### config.mk
export PLATFORM = sky130hd
export DESIGN_NAME = smbus_word_master_with_pec
export DESIGN_NICKNAME = d
export VERILOG_FILES = /design/src/smbus_wm_pkg.sv /design/src/smbus_word_master_with_pec.sv
export SDC_FILE = /design/constraint.sdc
export NUM_CORES = 1
export LEC_CHECK = 0
export BUFFER_PORTS_ARGS = -buffer_cell sky130_fd_sc_hd__buf_2
export CORE_ASPECT_RATIO = 1.5
export CORE_UTILIZATION = 49
export DETAILED_ROUTE_END_ITERATION = 10
export PLACE_DENSITY = 0.71
export REMOVE_ABC_BUFFERS = 1
export SYNTH_ARGS = -nofsm -noshare
export SYNTH_HDL_FRONTEND = slang
export SYNTH_SLANG_ARGS = --single-unit
### constraint.sdc
create_clock -name clk -period 7.17 [get_ports clk]
set_clock_uncertainty 0.15 [all_clocks]
set_input_delay 0.3585 -clock clk [delete_from_list [all_inputs] [get_ports clk]]
set_output_delay 0.3585 -clock clk [all_outputs]
set_load 0.03 [all_outputs]
### src/smbus_wm_pkg.sv
// Package: phase codes, CRC-8 helper and register indexes for the SMBus word master.
package smbus_wm_pkg;

  localparam int unsigned HpW = 16;

  typedef enum logic [4:0] {
    PH_IDLE    = 5'd0,
    PH_START_A = 5'd1,
    PH_START_B = 5'd2,
    PH_START_C = 5'd3,
    PH_START_D = 5'd4,
    PH_TX_LO   = 5'd5,
    PH_TX_HI   = 5'd6,
    PH_ACK_LO  = 5'd7,
    PH_ACK_HI  = 5'd8,
    PH_RX_LO   = 5'd9,
    PH_RX_HI   = 5'd10,
    PH_MACK_LO = 5'd11,
    PH_MACK_HI = 5'd12,
    PH_STOP_A  = 5'd13,
    PH_STOP_B  = 5'd14,
    PH_STOP_C  = 5'd15
  } phase_t;

  localparam logic [1:0] REG_ADDR  = 2'd0;
  localparam logic [1:0] REG_LIMIT = 2'd1;
  localparam logic [1:0] REG_HALF  = 2'd2;

  localparam logic [7:0] CrcPoly = 8'h07;

  // One byte of CRC-8, MSB first
  function automatic logic [7:0] crc8_byte(input logic [7:0] crc, input logic [7:0] b);
    logic [7:0] c;
    c = crc ^ b;
    for (int k = 0; k < 8; k++) begin
      c = c[7] ? ({c[6:0], 1'b0} ^ CrcPoly) : {c[6:0], 1'b0};
    end
    return c;
  endfunction

endpackage

### src/smbus_word_master_with_pec.sv
// Top level: SMBus read-word / write-word master with PEC, one bus tick per item.
//
// Usage: every accepted input item is one tick of the bus timebase. Its
// tdata carries go, opcode, command_code, write_word and the sampled SDA
// level. Each accepted item yields exactly one result item carrying the
// SCL level, the SDA pull-low enable, busy, done, success, the received
// word and the attempt count for that tick.
// The result of an item is registered when the item is accepted.
// Throughput: one item per cycle while the receiver takes results; the phase
// state machine and tick divider update in one pass of logic per item.
// A go while idle latches the request; the transaction starts on the next
// item. Each bus segment lasts half_period_ticks items, or one item if zero.
// Reset clears the state machine to idle, counters and received bytes to
// zero and the registers to their defaults (address 90, five attempts,
// 250 ticks per half period).
// When the receiver stalls, the result register holds and s_tready drops
// only while a result waits and no new one can be stored.
// Registers are written over the APB port at byte addresses 0, 4 and 8.
module smbus_word_master_with_pec
  import smbus_wm_pkg::*;
(
  input  logic        clk,
  input  logic        rst,
  input  logic        s_tvalid,
  output logic        s_tready,
  // [0] go, [1] opcode, [9:2] command_code, [25:10] write_word, [26] sda_sample
  input  logic [31:0] s_tdata,
  output logic        m_tvalid,
  input  logic        m_tready,
  // [0] scl_level, [1] sda_pull_low, [2] busy_res, [3] done_res, [4] success,
  // [20:5] read_word, [24:21] attempts_used
  output logic [31:0] m_tdata,
  input  logic        psel,
  input  logic        penable,
  input  logic        pwrite,
  input  logic [3:0]  paddr,
  input  logic [31:0] pwdata,
  output logic [31:0] prdata,
  output logic        pready
);

  // configuration registers
  logic [6:0]     device_address;
  logic [3:0]     attempt_limit;
  logic [HpW-1:0] half_period_ticks;

  // state
  phase_t         phase;
  logic [HpW-1:0] tick_divider;
  logic [3:0]     bit_count;
  logic [2:0]     byte_index;
  logic [7:0]     shift_byte;
  logic [7:0]     rx0, rx1, rx2;
  logic [7:0]     crc_value;
  logic [3:0]     attempt_count;
  logic           req_write;
  logic [7:0]     req_cmd;
  logic [15:0]    req_word;

  phase_t         phase_next;
  logic [HpW-1:0] tick_divider_next;
  logic [3:0]     bit_count_next;
  logic [2:0]     byte_index_next;
  logic [7:0]     shift_byte_next;
  logic [7:0]     rx0_next, rx1_next, rx2_next;
  logic [7:0]     crc_value_next;
  logic [3:0]     attempt_count_next;
  logic           req_write_next;
  logic [7:0]     req_cmd_next;
  logic [15:0]    req_word_next;
  logic [31:0]    result;

  logic accept;
  logic wr_en;
  assign s_tready = !m_tvalid || m_tready;
  assign accept   = s_tvalid && s_tready;
  assign pready   = 1'b1;
  assign wr_en    = psel && penable && pwrite;

  // register read
  always_comb begin
    case (paddr[3:2])
      REG_ADDR:  prdata = {25'd0, device_address};
      REG_LIMIT: prdata = {28'd0, attempt_limit};
      REG_HALF:  prdata = {{(32-HpW){1'b0}}, half_period_ticks};
      default:   prdata = 32'd0;
    endcase
  end

  // register write
  always_ff @(posedge clk) begin
    if (rst) begin
      device_address    <= 7'd90;
      attempt_limit     <= 4'd5;
      half_period_ticks <= HpW'(250);
    end else if (wr_en) begin
      case (paddr[3:2])
        REG_ADDR:  device_address    <= pwdata[6:0];
        REG_LIMIT: attempt_limit     <= pwdata[3:0];
        REG_HALF:  half_period_ticks <= pwdata[HpW-1:0];
        default: ;
      endcase
    end
  end

  // one tick of the transaction engine
  always_comb begin
    logic           go, op, sda;
    logic [7:0]     cmd_in;
    logic [15:0]    word_in;
    logic           scl, pull, busy, done, ok;
    logic [HpW-1:0] hp;
    logic [3:0]     lim;
    logic [7:0]     addr_w, tx_b;
    logic [2:0]     bi;
    logic           load, begin_att;
    logic [7:0]     sh;

    go      = s_tdata[0];
    op      = s_tdata[1];
    cmd_in  = s_tdata[9:2];
    word_in = s_tdata[25:10];
    sda     = s_tdata[26];

    phase_next         = phase;
    tick_divider_next  = tick_divider;
    bit_count_next     = bit_count;
    byte_index_next    = byte_index;
    shift_byte_next    = shift_byte;
    rx0_next           = rx0;
    rx1_next           = rx1;
    rx2_next           = rx2;
    crc_value_next     = crc_value;
    attempt_count_next = attempt_count;
    req_write_next     = req_write;
    req_cmd_next       = req_cmd;
    req_word_next      = req_word;

    scl = 1'b1; pull = 1'b0; busy = 1'b1; done = 1'b0; ok = 1'b0;
    hp  = (half_period_ticks == '0) ? HpW'(1) : half_period_ticks;
    lim = (attempt_limit == 4'd0) ? 4'd1 : attempt_limit;
    addr_w = {device_address, 1'b0};
    tx_b = 8'd0;
    load = 1'b0; begin_att = 1'b0;
    bi = byte_index;
    sh = {shift_byte[6:0], sda};

    // line levels of the segment in force
    unique case (phase)
      PH_START_A: scl = 1'b0;
      PH_START_B: ;
      PH_START_C: pull = 1'b1;
      PH_START_D: begin scl = 1'b0; pull = 1'b1; end
      PH_TX_LO:   begin scl = 1'b0; pull = !shift_byte[7]; end
      PH_TX_HI:   pull = !shift_byte[7];
      PH_ACK_LO, PH_RX_LO: scl = 1'b0;
      PH_ACK_HI, PH_RX_HI: ;
      PH_MACK_LO: begin scl = 1'b0; pull = (byte_index < 3'd5); end
      PH_MACK_HI: pull = (byte_index < 3'd5);
      PH_STOP_A:  begin scl = 1'b0; pull = 1'b1; end
      PH_STOP_B:  pull = 1'b1;
      PH_STOP_C:  ;
      default:    busy = 1'b0;
    endcase

    if (phase == PH_IDLE) begin
      tick_divider_next = '0;
      if (go) begin
        req_write_next = op;
        req_cmd_next   = cmd_in;
        req_word_next  = word_in;
        attempt_count_next = 4'd0;
        begin_att = 1'b1;
      end
    end else if ({1'b0, tick_divider} + 17'd1 < {1'b0, hp}) begin
      tick_divider_next = tick_divider + HpW'(1);
    end else begin
      tick_divider_next = '0;
      unique case (phase)
        PH_START_D: load = 1'b1;
        PH_TX_HI: begin
          shift_byte_next = {shift_byte[6:0], 1'b0};
          bit_count_next  = bit_count + 4'd1;
          phase_next = (bit_count + 4'd1 >= 4'd8) ? PH_ACK_LO : PH_TX_LO;
        end
        PH_ACK_HI: begin
          if (sda) begin
            phase_next = PH_STOP_A;
          end else begin
            bi = byte_index + 3'd1;
            byte_index_next = bi;
            if (req_write) begin
              if (bi >= 3'd5) phase_next = PH_STOP_A;
              else load = 1'b1;
            end else if (bi == 3'd2) begin
              phase_next = PH_START_A;
            end else if (bi >= 3'd3) begin
              bit_count_next = 4'd0; shift_byte_next = 8'd0; phase_next = PH_RX_LO;
            end else begin
              load = 1'b1;
            end
          end
        end
        PH_RX_HI: begin
          shift_byte_next = sh;
          bit_count_next  = bit_count + 4'd1;
          if (bit_count + 4'd1 >= 4'd8) begin
            case (byte_index)
              3'd3: rx0_next = sh;
              3'd4: rx1_next = sh;
              3'd5: rx2_next = sh;
              default: ;
            endcase
            if (byte_index < 3'd5) crc_value_next = crc8_byte(crc_value, sh);
            phase_next = PH_MACK_LO;
          end else begin
            phase_next = PH_RX_LO;
          end
        end
        PH_MACK_HI: begin
          byte_index_next = byte_index + 3'd1;
          if (byte_index + 3'd1 >= 3'd6) phase_next = PH_STOP_A;
          else begin
            bit_count_next = 4'd0; shift_byte_next = 8'd0; phase_next = PH_RX_LO;
          end
        end
        PH_STOP_C: begin
          if (req_write) ok = (byte_index == 3'd5);
          else ok = (byte_index == 3'd6) && (crc_value == rx2);
          if (ok || attempt_count >= lim) begin
            done = 1'b1; phase_next = PH_IDLE;
          end else begin
            ok = 1'b0; begin_att = 1'b1;
          end
        end
        default: phase_next = phase_t'(phase + 5'd1);
      endcase
    end

    // load the next byte to send; PEC byte goes out unhashed
    if (load) begin
      case (bi)
        3'd0: tx_b = addr_w;
        3'd1: tx_b = req_cmd;
        3'd2: tx_b = req_write ? req_word[7:0] : (addr_w | 8'd1);
        3'd3: tx_b = req_word[15:8];
        default: tx_b = crc_value;
      endcase
      if (bi < 3'd4) crc_value_next = crc8_byte(crc_value, tx_b);
      shift_byte_next = tx_b;
      bit_count_next  = 4'd0;
      phase_next      = PH_TX_LO;
    end

    // new attempt
    if (begin_att) begin
      if (attempt_count_next < 4'd15) attempt_count_next = attempt_count_next + 4'd1;
      crc_value_next  = 8'd0;
      byte_index_next = 3'd0;
      bit_count_next  = 4'd0;
      phase_next      = PH_START_A;
    end

    result = {7'd0, attempt_count_next, rx1_next, rx0_next, done & ok, done, busy, pull, scl};
  end

  // state and result register
  always_ff @(posedge clk) begin
    if (rst) begin
      phase         <= PH_IDLE;
      tick_divider  <= '0;
      bit_count     <= 4'd0;
      byte_index    <= 3'd0;
      shift_byte    <= 8'd0;
      rx0           <= 8'd0;
      rx1           <= 8'd0;
      rx2           <= 8'd0;
      crc_value     <= 8'd0;
      attempt_count <= 4'd0;
      req_write     <= 1'b0;
      req_cmd       <= 8'd0;
      req_word      <= 16'd0;
      m_tvalid      <= 1'b0;
    end else begin
      if (accept) begin
        phase         <= phase_next;
        tick_divider  <= tick_divider_next;
        bit_count     <= bit_count_next;
        byte_index    <= byte_index_next;
        shift_byte    <= shift_byte_next;
        rx0           <= rx0_next;
        rx1           <= rx1_next;
        rx2           <= rx2_next;
        crc_value     <= crc_value_next;
        attempt_count <= attempt_count_next;
        req_write     <= req_write_next;
        req_cmd       <= req_cmd_next;
        req_word      <= req_word_next;
        m_tvalid      <= 1'b1;
      end else if (m_tready) begin
        m_tvalid <= 1'b0;
      end
    end
  end

  always_ff @(posedge clk) begin
    if (accept) m_tdata <= result;
  end

endmodule

==> results_dict.tcl, run 1 <==
set metrics [dict create \
    outcome "finished, violations left" \
    failed_checks "DRC" \
    holdCritPathClass "in2reg" \
    final_cell_mix "nand2_1, dfxtp_1, nor2_1" \
    synth_edf_count 25 \
    io_pins 142 \
    r2r-end "crc_value[2]" \
    drc 7 \
    timing.slew.headroom 0.345 \
    synth.distinct_cells 78 \
    syn_avg_cell_area_sq_um 8.28 \
    grt-ovfl-total 0 \
    vias 7606 \
    seq_area_frac_synth 0.369 \
    vias_per_cell 5.64 \
    place_congestion 0.868 \
    clockRootBuffer "clkbuf_16" \
    antenna_found_initial 0 \
    grt_max_degree 66 \
    nNetsFinal 1231 \
    drive_gt1_frac 0.159 \
    wl_per_cell_um 15.9 \
    crit_family "simple AND/OR/NAND/NOR gates" \
    clk_pin_slew_ns 0.07 \
    worstSetupStartpoint "tick_divider[0]" \
    n_fill_cell 1621 \
    worst-path-buf-inv 0 \
    cts-buffers-inserted 17 \
    dr.pass1.iters 8 \
    hold_viol 0 \
    areaGrowthSynthToFinish_pct 12.3 \
    final_common_cell "nand2_1" \
    diodes 0 \
    timing.fmax_mhz 176 \
    rsz0062_at_grt "false" \
    path_class "reg2reg" \
    seq_area_sq_um 3250 \
    worstSetupEndpointType "register" \
    cts_tree "built" \
    dieArea_sq_um 18600 \
    synth_warnings 0 \
    netlist_instances 1066 \
    finalCritPeriodShare 0.791 \
    dpl.hpwl_um 15400 \
    fp.dieH_um 166 \
    synth_top_cell_area_share 0.284 \
    finalCriticalPeriod_ns 5.67 \
    cp.arrival_ns 5.87 \
    cts.sinks 150 \
    port_buffers 94 \
    netlist_area_sq_um 8820 \
    worstHoldPathCells 2 \
    drt_wl_total_um 21500 \
    drtIter0Drc 414 \
    grtUsageTotal 0.236 \
    synth_seq_cells 150 \
    ant_nets 0 \
    critPathCapture "crc_value[2]" \
    timing.rr.start "tick_divider[0]" \
    worstSetupStartpointType "register" \
    cellLeakagePower_nw 4.02 \
    worstPathRequired_ns 7.37 \
    power_density_nw_per_um2 200 \
    ir_worst_vdd_v 0.000117 \
    die_w_um 112 \
    cp_slowest_stage_delay_ns 0.64 \
    fin_setup_tns_ns 0 \
    grt_first_pass_wirelength_um 35600 \
    std_cell_rows 59 \
    grt_pass1_vias 7320 \
    maxCapViolations 0 \
    setup_viol 0 \
    synth_area_leaders "dfxtp_1, edfxtp_1, nand2_1" \
    async_flop_share 0 \
    finalMaxSlewViolations 0 \
    cp.depth 18 \
    multi_input_area_sq_um 5080 \
    clockBufferDepth 2 \
    clkLatencyLatePin_ns 0.43 \
    slowest_stage "a2111oi_4" \
    htree_levels 4 \
    synthFlopType "dfxtp_1" \
    core_area_sq_um 17500 \
    yosysTopAreaCell "dfxtp_1" \
    worst_pin_slew_ns 0.982 \
    r2r_slack_ns 1.50 \
    initial_core_util 0.504 \
    r2r_cells 18 \
    critPathMaxFanout 15 \
    crit_chain "ha_1, nand2_1, nor3_2, nand3_1, xnor2_1, ha_1, nand3_1, nor3_1, a32oi_2, a31oi_4, mux2_2, a2111oi_4, xor2_2, xnor3_1, nor3_2, a211oi_2, or4b_1, o2111ai_1" \
    hold-worst-slack_ns 0.00898 \
]
[worst register-to-register path, cell delays in order (launching register included)]
cell and delay, ns:
dfxtp_1 0.41, ha_1 0.23, nand2_1 0.10, nor3_2 0.33, nand3_1 0.14, xnor2_1 0.17
ha_1 0.32, nand3_1 0.17, nor3_1 0.28, a32oi_2 0.13, a31oi_4 0.53, mux2_2 0.44
a2111oi_4 0.64, xor2_2 0.34, xnor3_1 0.38, nor3_2 0.13, a211oi_2 0.09, or4b_1 0.52
o2111ai_1 0.11
[where the power goes]
| part | switching, mW | leakage [nW] | internal [mW] |
|---|---|---|---|
| registers | 0.0129 | 1.26 | 0.880 |
| clock network | 0.395 | 0.284 | 0.510 |
| logic | 0.129 | 2.47 | 0.0561 |
[final cells by class]
class / count / area share
clock buffers: 19 / 0.0458
clock inverters: 13 / 0.0136
inverters: 39 / 0.0148
multi-input cells: 809 / 0.513
flip-flops and latches: 150 / 0.328
well taps: 213 / 0.0269
repair buffers: 106 / 0.0573
[worst min path at each step]
stage | slack (ns) | endpoint | from
floorplan | 0.28 | req_word[0] | req_word[0]
global placement | 0.29 | rx0[6] | rx0[6]
detailed placement | 0.30 | rx0[6] | rx0[6]
CTS | 0.0009 | half_period_ticks[6] | pwdata[6]
global route | 0.008 | req_write | s_tdata[1]
finish | 0.009 | half_period_ticks[6] | pwdata[6]
[registers in the layout, indices dropped and copies added (netlist names), 3 cells and up]
signal / flops
attempt_limit: 4
bit_count: 4
device_address: 7
req_word: 16
crc_value: 8
rx1: 8
rx0: 8
attempt_count: 4
phase: 5
byte_index: 3
m_tdata: 25
rx2: 8
shift_byte: 8
half_period_ticks: 16
req_cmd: 8
tick_divider: 16
[routing by layer]
| layer | routed length [um] | vias up | global-route usage |
|---|---|---|---|
| li1 | - | 3784 | - |
| met1 | 8610 | 3542 | 0.262 |
| met2 | 11200 | 231 | 0.440 |
| met3 | 983 | 49 | 0.0369 |
| met4 | 711 | 0 | 0.104 |
| met5 | 0 | - | 0 |
[cells in the mapped netlist (all sizes together), types with 3 or more instances]
| library cell | n |
|---|---|
| a2111oi | 3 |
| a211o | 12 |
| a211oi | 11 |
| a21o | 3 |
| a21oi | 84 |
| a222oi | 3 |
| a22oi | 23 |
| a311oi | 3 |
| a31oi | 8 |
| and2 | 14 |
| and3 | 11 |
| buf | 29 |
| clkbuf | 61 |
| dfxtp | 125 |
| edfxtp | 25 |
| ha | 33 |
| inv | 38 |
| mux2 | 28 |
| mux2i | 32 |
| nand2 | 164 |
| nand2b | 7 |
| nand3 | 20 |
| nand3b | 4 |
| nand4 | 10 |
| nor2 | 119 |
| nor2b | 8 |
| nor3 | 34 |
| nor3b | 3 |
| nor4 | 8 |
| o211ai | 4 |
| o21ai | 23 |
| o221ai | 3 |
| o22ai | 5 |
| or3 | 7 |
| xnor2 | 50 |
| xor2 | 14 |
[per-stage QoR]
step | instance area (sq um) | setup slack [ns] | power (mW) | utilization | std cells
2_1_floorplan | 8480 | 2.11 | 1.03 | - | 998
3_3_place_gp | 9300 | 1.62 | 1.09 | 0.531 | 1315
3_5_place_dp | 9300 | 1.54 | 1.10 | 0.531 | 1315
4_1_cts | 9910 | 1.49 | 1.99 | 0.566 | 1349
5_1_grt | 9910 | 1.02 | 2.05 | 0.566 | 1349
6_report | 9910 | 1.50 | 1.98 | 0.566 | 1349
[cells by family (layout without fill, tap and decap cells)]
logic type               after synthesis  after routing  share of synthesized area
AO/OA/AOI/OAI                        209            209                      0.160
other                                  2             24                   0.000851
XOR/XNOR                              67             67                     0.0722
multiplexers                          60             60                     0.0725
adder cells (fa/ha/maj)               33             33                     0.0468
buffers and inverters                129            177                     0.0652
AND/OR/NAND/NOR                      416            416                      0.214
flip-flops                           150            150                      0.369
[what timing repair did]
| item | CTS | global route |
|---|---|---|
| setup buffers | 0 | 0 |
| endpoints found under the hold margin | 2 | 0 |
| hold buffers | 2 | 0 |
| resized for setup | 0 | 0 |
No activity file was read; power rests on OpenSTA's default activity.
==> inputs of run 2 (changes only) <==
PLACE_DENSITY = 0.73   (was 0.71)
clock period = 4.62 ns   (was 7.17 ns; I/O delays follow)
==> run 2 against run 1 <==
  * Clock power up 46%
  * Count of clock-buffer cells in the layout down 1
  * The run ends with DRC, setup timing left
  * Maximum frequency up 19%
  * Wire length up 14%
  * Combinational power up 82%
==> results_dict.tcl, run 2 (synthesis results as in run 1) <==
set metrics [dict create \
    largest_reg_flops 25 \
    cp.arrival_ns 4.99 \
    crit_family "simple AND/OR/NAND/NOR gates" \
    worst-path-buf-inv 5 \
    htree_levels 4 \
    final_common_cell "nand2_1" \
    io_pins 142 \
    grt_max_degree 75 \
    fp.dieH_um 166 \
    place_congestion 0.873 \
    rsz0062_at_grt "true" \
    finalPower_mw 3.04 \
    power.switching_mw 0.839 \
    failed_checks "DRC, setup timing" \
    drive_gt1_frac 0.241 \
    worst_pin_slew_ns 0.850 \
    clockPowerShare 0.433 \
    dpl.hpwl_um 16200 \
    dr.pass1.iters 8 \
    hold_viol 0 \
    maxCapViolations 0 \
    cts-buffers-inserted 17 \
    grtUsageMet3 0.0471 \
    comb_power_share 0.111 \
    die_w_um 112 \
    holdCritPathClass "in2reg" \
    fin_setup_tns_ns -0.550 \
    worstPathRequired_ns 4.83 \
    timing.fmax_mhz 209 \
    grtUsageTotal 0.259 \
    crit_path_frequent_cell "buf_4" \
    timing.slew.headroom 0.432 \
    grt-ovfl-total 0 \
    vias 8346 \
    n_fill_cell 1374 \
    clk_pin_slew_ns 0.07 \
    ant_nets 0 \
    clockRootBuffer "clkbuf_16" \
    critPathMaxFanout 5 \
    cp_slowest_stage_delay_ns 0.51 \
    initial_core_util 0.504 \
    power_density_nw_per_um2 272 \
    crit_chain "ha_4, buf_4, buf_4, buf_4, nand3_1, xnor2_1, buf_4, ha_1, nand2_1, nor3_2, o221ai_2, a31oi_4, buf_6, mux2i_4, mux2_4, a221o_1, xnor3_1, nor3_2, a211oi_4, or4b_1, o2111ai_2" \
    antenna_found_initial 0 \
    finalMaxSlewViolations 0 \
    cts.sinks 150 \
    nNetsFinal 1354 \
    dieArea_sq_um 18600 \
    vias_per_cell 5.67 \
    multi_input_area_sq_um 5320 \
    port_buffers 94 \
    regMostFlops "m_tdata" \
    finalCritPeriodShare 1.04 \
    core_area_sq_um 17500 \
    worstSetupEndpointType "register" \
    path_class "reg2reg" \
    wl_per_cell_um 16.6 \
    hold-worst-slack_ns 0.0760 \
    drt_wl_total_um 24400 \
    cts_tree "built" \
    seqPwrFrac 0.457 \
    final_cell_mix "nand2_1, dfxtp_1, nor2_1" \
    clockBufferDepth 2 \
    outcome "finished, violations left" \
    drtIter0Drc 531 \
    cellLeakagePower_nw 4.74 \
    grt_pass1_vias 8123 \
    clkLatencyLatePin_ns 0.44 \
    worstSetupStartpointType "register" \
    areaGrowthSynthToFinish_pct 26.7 \
    std_cell_rows 59 \
    final_cells 1472 \
    grt_busiest_layer "met2" \
    ir_worst_vdd_v 0.000231 \
    p_sw_frac 0.276 \
    slowest_stage "or4b_1" \
    setup_viol 7 \
    diodes 0 \
    setup_slack_ns -0.163 \
    grt.met1_usage 0.270 \
    grt_first_pass_wirelength_um 38500 \
    seq_area_sq_um 3260 \
    met2_usage 0.471 \
    finalCriticalPeriod_ns 4.78 \
    dp.cells 1373 \
    drc 11 \
    p_int_mw 2.20 \
]
==> run 2: area by class of cell <==
class,instances,area share
Inverter,39,0.0131
Clock buffer,18,0.0393
Sequential cell,150,0.292
Clock inverter,14,0.0103
Timing Repair Buffer,229,0.146
Tap cell,213,0.0238
Multi-Input combinational cell,809,0.476
==> run 2: layer usage <==
layer / part of all wire / vias up / wire, um
li1: - / 4024 / -
met1: 0.38 / 3915 / 9350
met2: 0.52 / 320 / 12600
met3: 0.048 / 87 / 1180
met4: 0.051 / 0 / 1250
met5: 0 / - / 0
==> run 2: path summary, 6_finish.rpt <==
check             slack [ns]            to  cells after the start             from
hold / removal          0.08        rx2[0]                      3      s_tdata[26]
setup reg to reg       -0.16  crc_value[2]                     21  tick_divider[1]
hold reg to reg         0.30        rx0[4]                      2           rx0[4]
setup / recovery       -0.16  crc_value[2]                     21  tick_divider[1]
==> run 2: power groups by stage <==
stage / logic, mW / clock network (mW) / registers, mW
2_1_floorplan: 0.156 / 0 / 1.44
3_3_place_gp: 0.291 / 0 / 1.41
3_5_place_dp: 0.295 / 0 / 1.42
4_1_cts: 0.328 / 1.33 / 1.39
5_1_grt: 0.363 / 1.39 / 1.39
6_report: 0.336 / 1.32 / 1.39
==> run 2: timing repair <==
action / CTS / global route
hold buffers: 43 / 0
endpoints found under the setup margin: 7 / 8
buffers inserted: 17 / 6
pin swaps: 27 / 25
endpoints found under the hold margin: 52 / 0
cloned: 1 / 0
gates resized for setup: 35 / 27
==> run 2: tightest hold or removal path, stage by stage <==
cell and delay [ns]:
buf_2 0.18, mux2i_1 0.15, nor2_1 0.05
==> run 2: metrics by stage <==
| stage | area [sq um] | setup WS, ns | util |
|---|---|---|---|
| 2_1_floorplan | 8480 | -0.442 | - |
| 3_3_place_gp | 9750 | -0.146 | 0.557 |
| 3_5_place_dp | 9750 | -0.273 | 0.557 |
| 4_1_cts | 11000 | -0.124 | 0.629 |
| 5_1_grt | 11200 | -0.348 | 0.639 |
| 6_report | 11200 | -0.163 | 0.639 |
==> inputs of run 3 (changes only) <==
SETUP_SLACK_MARGIN = 0.5   (was default)
==> run 3 against run 2 <==
  * Core utilization grew 0.69 points
  * The run still ends with DRC, setup timing left
  * First-iteration DRC count shrank 5.8%
  * Maximum frequency shrank 1.5%
  * Global-route usage grew 0.24 points
  * Largest cell class unchanged
  * Critical path depth is the same
  * Clock power is essentially flat
  * Final area grew 1.1%
  * Via count shrank 0.85%
  * Worst hold slack lost 0.0068 ns
  * Power is essentially flat
  * Sequential power is essentially flat
==> results_dict.tcl, run 3 (synthesis results as in run 1) <==
set metrics [dict create \
    final_common_cell "nand2_1" \
    drive_gt1_frac 0.253 \
    power_density_nw_per_um2 269 \
    crit_chain "ha_4, nand2_4, nor3_4, buf_4, nand2_1, xnor2_2, ha_1, a21oi_1, nor3_2, nor4_4, a31oi_4, buf_4, mux2_4, a2111oi_4, buf_6, xor2_4, xnor3_1, nor3_2, a211oi_4, or4b_1, o2111ai_2" \
    critPathMaxFanout 4 \
    worstSetupEndpointType "register" \
    setup_viol 7 \
    r2r_cells 21 \
    cp.arrival_ns 5.07 \
    final_cell_mix "nand2_1, dfxtp_1, nor2_1" \
    dr.pass1.iters 8 \
    initial_core_util 0.504 \
    r2r_slack_ns -0.24 \
    grt_first_pass_wirelength_um 38900 \
    m1WireLength_um 9280 \
    drt_wl_total_um 24300 \
    vias_per_cell 5.61 \
    fin_setup_tns_ns -1.02 \
    place_congestion 0.873 \
    r2r-end "crc_value[2]" \
    worstSetupStartpointType "register" \
    dieArea_sq_um 18600 \
    clockRootBuffer "clkbuf_16" \
    std_cell_rows 59 \
    largest_reg_flops 25 \
    worstSetupStartpoint "tick_divider[1]" \
    drtIter0Drc 500 \
    vias 8275 \
    grt_max_degree 75 \
    wl_per_cell_um 16.5 \
    diodes 0 \
    cts.sinks 150 \
    io_pins 142 \
    holdCritPathClass "in2reg" \
    p_sw_frac 0.275 \
    fin_util 0.646 \
    finalCriticalPeriod_ns 4.86 \
    htree_levels 4 \
    nNetsFinal 1357 \
    ant_nets 0 \
    cp_slowest_stage_delay_ns 0.52 \
    dpl.hpwl_um 16200 \
    comb_power_share 0.112 \
    worstHoldPathCells 3 \
    power.switching_mw 0.835 \
    finalCritPeriodShare 1.05 \
    min-delay-start "s_tdata[26]" \
    p_int_mw 2.20 \
    hold_viol 0 \
    setup_slack_ns -0.238 \
    failed_checks "DRC, setup timing" \
    clkLatencyLatePin_ns 0.44 \
    drc 11 \
    path_class "reg2reg" \
    worst_pin_slew_ns 0.840 \
    dr_wl_met3_um 1040 \
    core_area_sq_um 17500 \
    regMostFlops "m_tdata" \
    cts_tree "built" \
    highest_layer "met4" \
    grt-ovfl-total 0 \
    port_buffers 94 \
    rsz0062_at_grt "true" \
    clockBufferDepth 2 \
    grt_pass1_vias 8209 \
    slowest_stage "or4b_1" \
    outcome "finished, violations left" \
    areaGrowthSynthToFinish_pct 28.0 \
    clk_pin_slew_ns 0.07 \
    antenna_found_initial 0 \
    timing.rr.start "tick_divider[1]" \
    ir_worst_vdd_v 0.000211 \
    timing.fmax_mhz 206 \
    fp.dieH_um 166 \
    finalMaxSlewViolations 0 \
    grtUsageTotal 0.262 \
    maxCapViolations 0 \
    min_to "rx2[0]" \
    cts-buffers-inserted 17 \
    timing.slew.headroom 0.439 \
    hold-worst-slack_ns 0.0692 \
    clockPowerShare 0.432 \
    n_fill_cell 1367 \
    seqPwrFrac 0.456 \
    finalPower_mw 3.04 \
    worstPathRequired_ns 4.83 \
    cellLeakagePower_nw 4.78 \
    met2WireLength_um 12700 \
    dpl_worst_slack_ns -0.273 \
    die_w_um 112 \
]
-- run 3: how the worst max path moves through the flow --
| stage | slack (ns) | to |
|---|---|---|
| floorplan | -0.44 | crc_value[2] |
| global placement | -0.15 | crc_value[2] |
| detailed placement | -0.27 | crc_value[6] |
| CTS | -0.12 | crc_value[0] |
| global route | -0.49 | crc_value[2] |
| finish | -0.24 | crc_value[2] |
-- run 3: area by class of cell --
| type | instances | area, sq um | area share |
|---|---|---|---|
| Timing Repair Buffer | 232 | 1660 | 0.147 |
| Tap cell | 213 | 267 | 0.0236 |
| Multi-Input combinational cell | 809 | 5400 | 0.478 |
| Sequential cell | 150 | 3260 | 0.289 |
| Clock inverter | 14 | 115 | 0.0102 |
| Inverter | 39 | 150 | 0.0133 |
| Clock buffer | 18 | 439 | 0.0389 |
-- run 3: power groups by stage --
stage          sequential, mW  combinational (mW)  clock [mW]
3_5_place_dp             1.42               0.295           0
4_1_cts                  1.39               0.330        1.33
5_1_grt                  1.39               0.367        1.39
3_3_place_gp             1.41               0.291           0
2_1_floorplan            1.44               0.156           0
6_report                 1.39               0.339        1.31
-- run 3: per-layer routing --
| layer | vias up | track usage |
|---|---|---|
| met4 | 0 | 0.177 |
| met2 | 282 | 0.476 |
| li1 | 4026 | - |
| met5 | - | 0 |
| met3 | 79 | 0.0485 |
| met1 | 3888 | 0.271 |
-- run 3: what timing repair did --
action | 4_1_cts | 5_1_grt
gates cloned | 1 | 0
hold buffers | 43 | 0
resized for setup | 51 | 33
setup buffers | 20 | 6
endpoints found under the setup margin | 13 | 63
pin swaps | 34 | 31
hold endpoints to repair | 52 | 0
-- run 3: per-stage QoR --
| stage | instances | cell area, sq um |
|---|---|---|
| after floorplan | 998 | 8480 |
| after global placement | 1373 | 9750 |
| after detailed placement | 1373 | 9750 |
| after CTS | 1469 | 11100 |
| after global routing | 1475 | 11300 |
| final | 1475 | 11300 |
-- run 3: critical path: cells and delay by family (launching register included) --
kind                     cells  cell delay (ns)
multiplexers                 1             0.32
AND/OR/NAND/NOR              7             1.44
adder cells (fa/ha/maj)      2             0.46
flip-flops                   1             0.37
XOR/XNOR                     3             0.59
buffers and inverters        3             0.50
AO/OA/AOI/OAI                5             0.95
